--- src/rtl/core/dbcc_pkg.sv ---
package dbcc_pkg;

  // Widths of the transaction fields.
  localparam int FIELD_BITS  = 16;
  localparam int SAMPLE_BITS = 16;
  localparam int ACC_BITS    = 48;
  localparam int VIS_BITS    = 48;
  localparam int COUNT_BITS  = 16;

  // Products of two samples, and the width that holds a sum of two products.
  localparam int PROD_BITS = 2 * SAMPLE_BITS;
  localparam int EXT_BITS  = (ACC_BITS > PROD_BITS + 1) ? ACC_BITS : PROD_BITS + 1;

  // Two baselines times four polarization pairs, each with a real and an imaginary part.
  localparam int NUM_PAIRS = 8;
  localparam int NUM_ACC   = 2 * NUM_PAIRS;
  localparam int SEL_BITS  = $clog2(NUM_PAIRS);
  localparam int NUM_TERMS = 4;

  localparam logic [COUNT_BITS-1:0] NR_TIMES_RESET = COUNT_BITS'(256);
  localparam logic [SEL_BITS-1:0]   SEL_LAST       = SEL_BITS'(NUM_PAIRS - 1);

  // Partial products of one pair: station sample s times reference sample c.
  localparam int P_RR = 0;  // s.re * c.re
  localparam int P_II = 1;  // s.im * c.im
  localparam int P_IR = 2;  // s.im * c.re
  localparam int P_RI = 3;  // s.re * c.im

  typedef logic signed [SAMPLE_BITS-1:0] samp_t;
  typedef logic signed [PROD_BITS-1:0]   prod_val_t;
  typedef logic signed [EXT_BITS-1:0]    ext_t;

  // One input transaction as it arrives on the ports.
  typedef struct packed {
    logic [FIELD_BITS-1:0] a_x_re;
    logic [FIELD_BITS-1:0] a_x_im;
    logic [FIELD_BITS-1:0] a_y_re;
    logic [FIELD_BITS-1:0] a_y_im;
    logic [FIELD_BITS-1:0] b_x_re;
    logic [FIELD_BITS-1:0] b_x_im;
    logic [FIELD_BITS-1:0] b_y_re;
    logic [FIELD_BITS-1:0] b_y_im;
    logic [FIELD_BITS-1:0] c_x_re;
    logic [FIELD_BITS-1:0] c_x_im;
    logic [FIELD_BITS-1:0] c_y_re;
    logic [FIELD_BITS-1:0] c_y_im;
  } in_item_t;

  // Registered products handed from the front end to the accumulators.
  typedef struct packed {
    logic                                             valid;
    logic                                             dump;
    logic [NUM_PAIRS-1:0][NUM_TERMS-1:0][PROD_BITS-1:0] prod;
  } prod_t;

  // A finished dump pushed into the result queue.
  typedef struct packed {
    logic                              valid;
    logic [NUM_ACC-1:0][ACC_BITS-1:0]  acc;
  } push_t;

  // Take the low SAMPLE_BITS bits of a field as a signed sample.
  function automatic samp_t sample_value(input logic [FIELD_BITS-1:0] raw);
    return samp_t'(raw[SAMPLE_BITS-1:0]);
  endfunction

  // Sign-extend an accumulator to at least the output width, then keep the low bits.
  function automatic logic [VIS_BITS-1:0] vis_value(input logic [ACC_BITS-1:0] acc);
    logic [ACC_BITS+VIS_BITS-1:0] ext;
    ext = {{VIS_BITS{acc[ACC_BITS-1]}}, acc};
    return ext[VIS_BITS-1:0];
  endfunction

endpackage

--- src/rtl/core/dbcc_accum.sv ---
module dbcc_accum (
  input  logic            clk,
  input  logic            rst,
  input  dbcc_pkg::prod_t prod,
  input  logic            q_full,
  output logic            take,
  output dbcc_pkg::push_t push
);

  logic [dbcc_pkg::ACC_BITS-1:0] acc [dbcc_pkg::NUM_ACC];
  logic [dbcc_pkg::NUM_ACC-1:0][dbcc_pkg::ACC_BITS-1:0] sum;

  // A closing transaction waits until the result queue has room.
  assign take       = prod.valid && (!prod.dump || !q_full);
  assign push.valid = take && prod.dump;
  assign push.acc   = sum;

  // Complex multiply-accumulate with the conjugate of the reference.
  for (genvar k = 0; k < dbcc_pkg::NUM_PAIRS; k++) begin : g_mac
    dbcc_pkg::ext_t d_re, d_im;
    assign d_re = dbcc_pkg::ext_t'(dbcc_pkg::prod_val_t'(prod.prod[k][dbcc_pkg::P_RR]))
                + dbcc_pkg::ext_t'(dbcc_pkg::prod_val_t'(prod.prod[k][dbcc_pkg::P_II]));
    assign d_im = dbcc_pkg::ext_t'(dbcc_pkg::prod_val_t'(prod.prod[k][dbcc_pkg::P_IR]))
                - dbcc_pkg::ext_t'(dbcc_pkg::prod_val_t'(prod.prod[k][dbcc_pkg::P_RI]));
    assign sum[2*k]   = acc[2*k]   + d_re[dbcc_pkg::ACC_BITS-1:0];
    assign sum[2*k+1] = acc[2*k+1] + d_im[dbcc_pkg::ACC_BITS-1:0];
  end

  // Accumulators clear after their contents go to the queue.
  always_ff @(posedge clk) begin
    if (rst) begin
      for (int i = 0; i < dbcc_pkg::NUM_ACC; i++) begin
        acc[i] <= '0;
      end
    end else if (take) begin
      for (int i = 0; i < dbcc_pkg::NUM_ACC; i++) begin
        acc[i] <= prod.dump ? '0 : sum[i];
      end
    end
  end

endmodule

--- config.mk ---
export PLATFORM = sky130hd
export DESIGN_NAME = dbcc_accum
export DESIGN_NICKNAME = d
export VERILOG_FILES = /design/src/rtl/core/dbcc_pkg.sv /design/src/rtl/core/dbcc_accum.sv
export SDC_FILE = /design/constraint.sdc
export NUM_CORES = 2
export LEC_CHECK = 0
export BUFFER_PORTS_ARGS = -buffer_cell sky130_fd_sc_hd__buf_4
export CORE_AREA = 2 2 696 698
export CTS_CLUSTER_DIAMETER = 200
export CTS_CLUSTER_SIZE = 10
export DETAILED_ROUTE_END_ITERATION = 8
export DIE_AREA = 0 0 698 700
export GPL_TIMING_DRIVEN = 0
export SLEW_MARGIN = 5
export SYNTH_ARGS = -nofsm -noshare
export SYNTH_HDL_FRONTEND = slang
export SYNTH_SLANG_ARGS = --single-unit
export TNS_END_PERCENT = 5
--- constraint.sdc ---
create_clock -name clk -period 16.6 [get_ports clk]
set_input_delay 3.32 -clock clk [delete_from_list [all_inputs] [get_ports clk]]
set_output_delay 3.32 -clock clk [all_outputs]
set_load 0.03 [all_outputs]
======== Word level (Yosys, flattened, before mapping) ========
Memory sizes are Yosys's and may differ from the RTL's.
Index checks and enable logic that the tools add are counted.
cells by class
  reduce and logical (&&, ||, !) cells .... 5
  $add $sub $neg .......................... 32
  mux-type cells .......................... 37
  bitwise logic cells ..................... 16
operators by type and width
  cell                          count
  two-way mux 48 bit            32
  adder 48 bit                  16
  adder 32 x 32 -> 33 bit       8
  subtractor 32 x 32 -> 33 bit  8
  OR 1 bit                      16
  two-way mux 1 bit             5
  logical AND 1 bit             2
  logical NOT 1 bit             2
  logical OR 1 bit              1
word-level totals
  register bits after elaboration ......... 0
  memories kept ........................... 1
  logic and storage cells ................. 91
  bits in writable memories ............... 768
  output and inout bits ................... 770
memories
  memory  depth  width  read ports  clocked after memory_dff  write ports  RTL line          RTL
  acc     16     48     16          0                         16           dbcc_accum.sv:10  logic [dbcc_pkg::ACC_BITS-1:0] acc [dbcc_pkg::NUM_ACC];

======== Depth between registers and ports, before layout ========
  word-level depth ........................ 7
  depth in mapped cells ................... 27

======== Worst setup path before layout ========
Ideal clock, no wire load.
  kind .................................... input -> register
  start ................................... input port prod[1025] in the netlist's numbering
  end ..................................... memory acc[0][0] in the netlist's numbering, enable pin
  setup time .............................. 0.822 ns
  slack ................................... 2.391 ns
  buffers on the path ..................... 0
  stages .................................. 2
  data arrival time ....................... 13.387 ns
  path through ............................ a21boi_0 or2_2
RTL lines
  what         RTL line          RTL
  from (decl)  dbcc_accum.sv:4   input dbcc_pkg::prod_t prod,
  to (decl)    dbcc_accum.sv:10

==> results.md <==
* Post-synthesis register bit count at 768
* HPWL after DPL at 425,000 um
* Slowest cell on crit path: a21oi_1
* Setup Viol. Count Final at 0
* Top FF cell, synth: edfxtp_1
* Worst-path maximum fanout at 8
* GR Layer Usage met3 at 6.59%
* M1 GR Usage at 25.3%
* Critical path class: in2out
* Top cells by area, synth: edfxtp_1 25%, ha_1 17%, xnor2_1 7.4%
* Total CTS buffers at 94
* Max reg flops at 768
* CP required at 13.28 ns
* Crit path time final at 14.13 ns
* Peak supply drop at 0.000140 V
* Crit end category: output port
* Gr ovfl total at 0
* # Max-Cap Violations at 0
* First-pass GRT wire length at 658,000 um
* Synth cell types at 112
* Mean post-synth cell area at 8.65 um2
* Synth warnings at 0
* Clock transition at path regs at 0.07 ns
* Synth cell count leaders: 1,280 x ha_1, 1,082 x a21oi_1, 777 x and2_1
* Fin Hold WS at 0.698 ns
* H-tree levels at 3
* Row count at 255
* Clock Tree Buf Depth at 4
* Worst-Skew Late Latency at 0.87 ns
* Drt via density at 4.75
* DRC violations left at 0
* Met2 Track Usage GR at 28.1%
* All-Layer GR Usage at 18.9%
* Die W at 698 um
* GPL Wtd Cong at 1.01
* Final wirelength at 485,000 um
* CTS tree: yes
* Rel. slew slack at 4.28%
* Seq/Total Area, Yosys at 25.1%
* Setup TNS at 0 ns
* Initial Utilization at 19.1%
* CP arrival at 10.81 ns
* Ports at 1,799
* Post-Syn Instances at 10,600
* Detail Route Antenna Nets at 0
* Yosys top cell area share at 25.1%
* Least-Margin Pin Slew at 1.44 ns
* Fin crit share at 85.1%
* Share of layout cells above drive strength 1 at 16.8%
* Routed vias at 90,400
* Fraction of registers with async set/reset at 0%
* Initial DRC count at 7,266
* Status: complete, no violations
* Busiest grt layer: met2
* Pin count of the biggest net entering global routing at 57
* Detailed Routing Iterations Pass 1 at 6
* Die Y at 700 um
* Post-Syn Area at 0.0920 mm2
* Core region area at 0.481 mm2
* Fmax at 70.8 MHz
* Hold Buf Count CTS at 0
* Final Non-Filler Cells at 19,000
* Gates resized, CTS repair at 0
* Placed cell count at 18,900
* Leak at 0.0548 uW
* Worst min path class: reg2reg
* RSZ-0062 raised after global routing: false
* Max-slew violations at 0
* Worst Skew at 0.103 ns
* Layout area overhead at 27.1%
* Net Count, Synth at 13,000
* IO buf count at 1,798
* Initial antenna violation count at 122
* Post-CTS setup buffers at 0
* Post-synth EDFFs at 768
* Die area at 0.489 mm2
* Cell mode on critical path: a21oi_1
* CTS sink count at 768
* Root buf cell: clkbuf_16
* WL per Instance at 25.5 um
* CP peak stage delay at 0.94 ns
* Layout net count at 14,900
* Final hold vios at 0
* Yosys top cell by area: edfxtp_1
* Vias in the first global route at 85,300
* Count leader, synth: ha_1
* Largest Register: acc
* Worst Setup Start Kind: input port
* Pwr per Cell Area at 150 mW/mm2
* Largest regs: acc: 768 flops
## through the flow
stage	worst slack [ns]	instance area, um2	util [%]	total power (uW)
global route	1.95	117000	24.3	18500
global placement	-4.00	114000	23.6	15600
finish	2.47	117000	24.3	17600
floorplan	2.39	92000	-	9960
CTS	2.52	117000	24.3	17600
detailed placement	2.53	114000	23.8	15500
## cells in the final DEF, fill, tap and decap left out, types with 47 or more instances in the layout
cell type,netlist,routed
and3_1,148,148
a21o_1,717,717
a211oi_1,67,67
and2_1,777,777
nand3_1,193,193
o21a_1,173,173
xnor2_1,776,771
clkbuf_1,226,213
xor2_1,371,368
nor3_1,133,133
o21bai_1,165,165
edfxtp_1,768,768
clkbuf_16,0,95
o211ai_1,55,55
o21ai_0,519,518
nand4_1,139,139
nor2_1,606,606
inv_1,606,606
ha_1,1280,1280
a21oi_1,1082,1081
nor2b_1,166,166
o21ai_1,60,59
diode_2,0,47
a31oi_1,126,126
buf_4,2,1801
nand2_1,555,554
nand2b_1,152,152
## layer usage
metal	wire length (um)	part of all wire, %
met2	200000	41
met4	18500	3.8
met5	443	0.091
met3	49600	10
met1	217000	45
## critical path, delay by kind of cell
family                     cells  cell delay [ns]
AOI/OAI and AO/OA             11             3.76
buffers and inverters          4             0.73
adders and majority gates      3             1.02
xor gates and xnor gates       2             0.55
and+or+nand+nor                6             1.34
## power by group
| part | internal, uW | total (uW) | switching [uW] |
|---|---|---|---|
| Sequential | 2480 | 2570 | 94.0 |
| Clock | 1010 | 1990 | 978 |
| Combinational | 4110 | 13000 | 8900 |
## final timing paths
| check | depth (start not counted) | start | end | slack (ns) |
|---|---|---|---|---|
| min | 2 | acc[1][96] | acc[1][96] | 0.70 |
| max | 26 | prod[192] | push[185] | 2.47 |
| max reg2reg | 11 | acc[0][145] | acc[0][175] | 12.21 |
| min reg2reg | 2 | acc[1][96] | acc[1][96] | 0.70 |
## cell families after synthesis
kind of cell | Yosys count | synth area share, %
AOI/OAI and AO/OA | 3493 | 24.9
xor gates and xnor gates | 1149 | 11.0
adders and majority gates | 1312 | 18.1
buffers and inverters | 841 | 3.45
DFF | 768 | 25.1
muxes | 10 | 0.109
and+or+nand+nor | 3063 | 17.5
## layout make-up
| type | count | area (um2) |
|---|---|---|
| clock buffers | 95 | 2380 |
| well taps | 6425 | 8040 |
| multi-input cells | 9027 | 65900 |
| clock inverters | 10 | 95.1 |
| repair buffers | 1830 | 14200 |
| plain buffers | 235 | 913 |
| flip-flops and latches | 768 | 23100 |
| diodes | 47 | 118 |
| inverters | 606 | 2270 |
| fillers | 52900 | 364000 |
(Power assumes the default switching activity.)
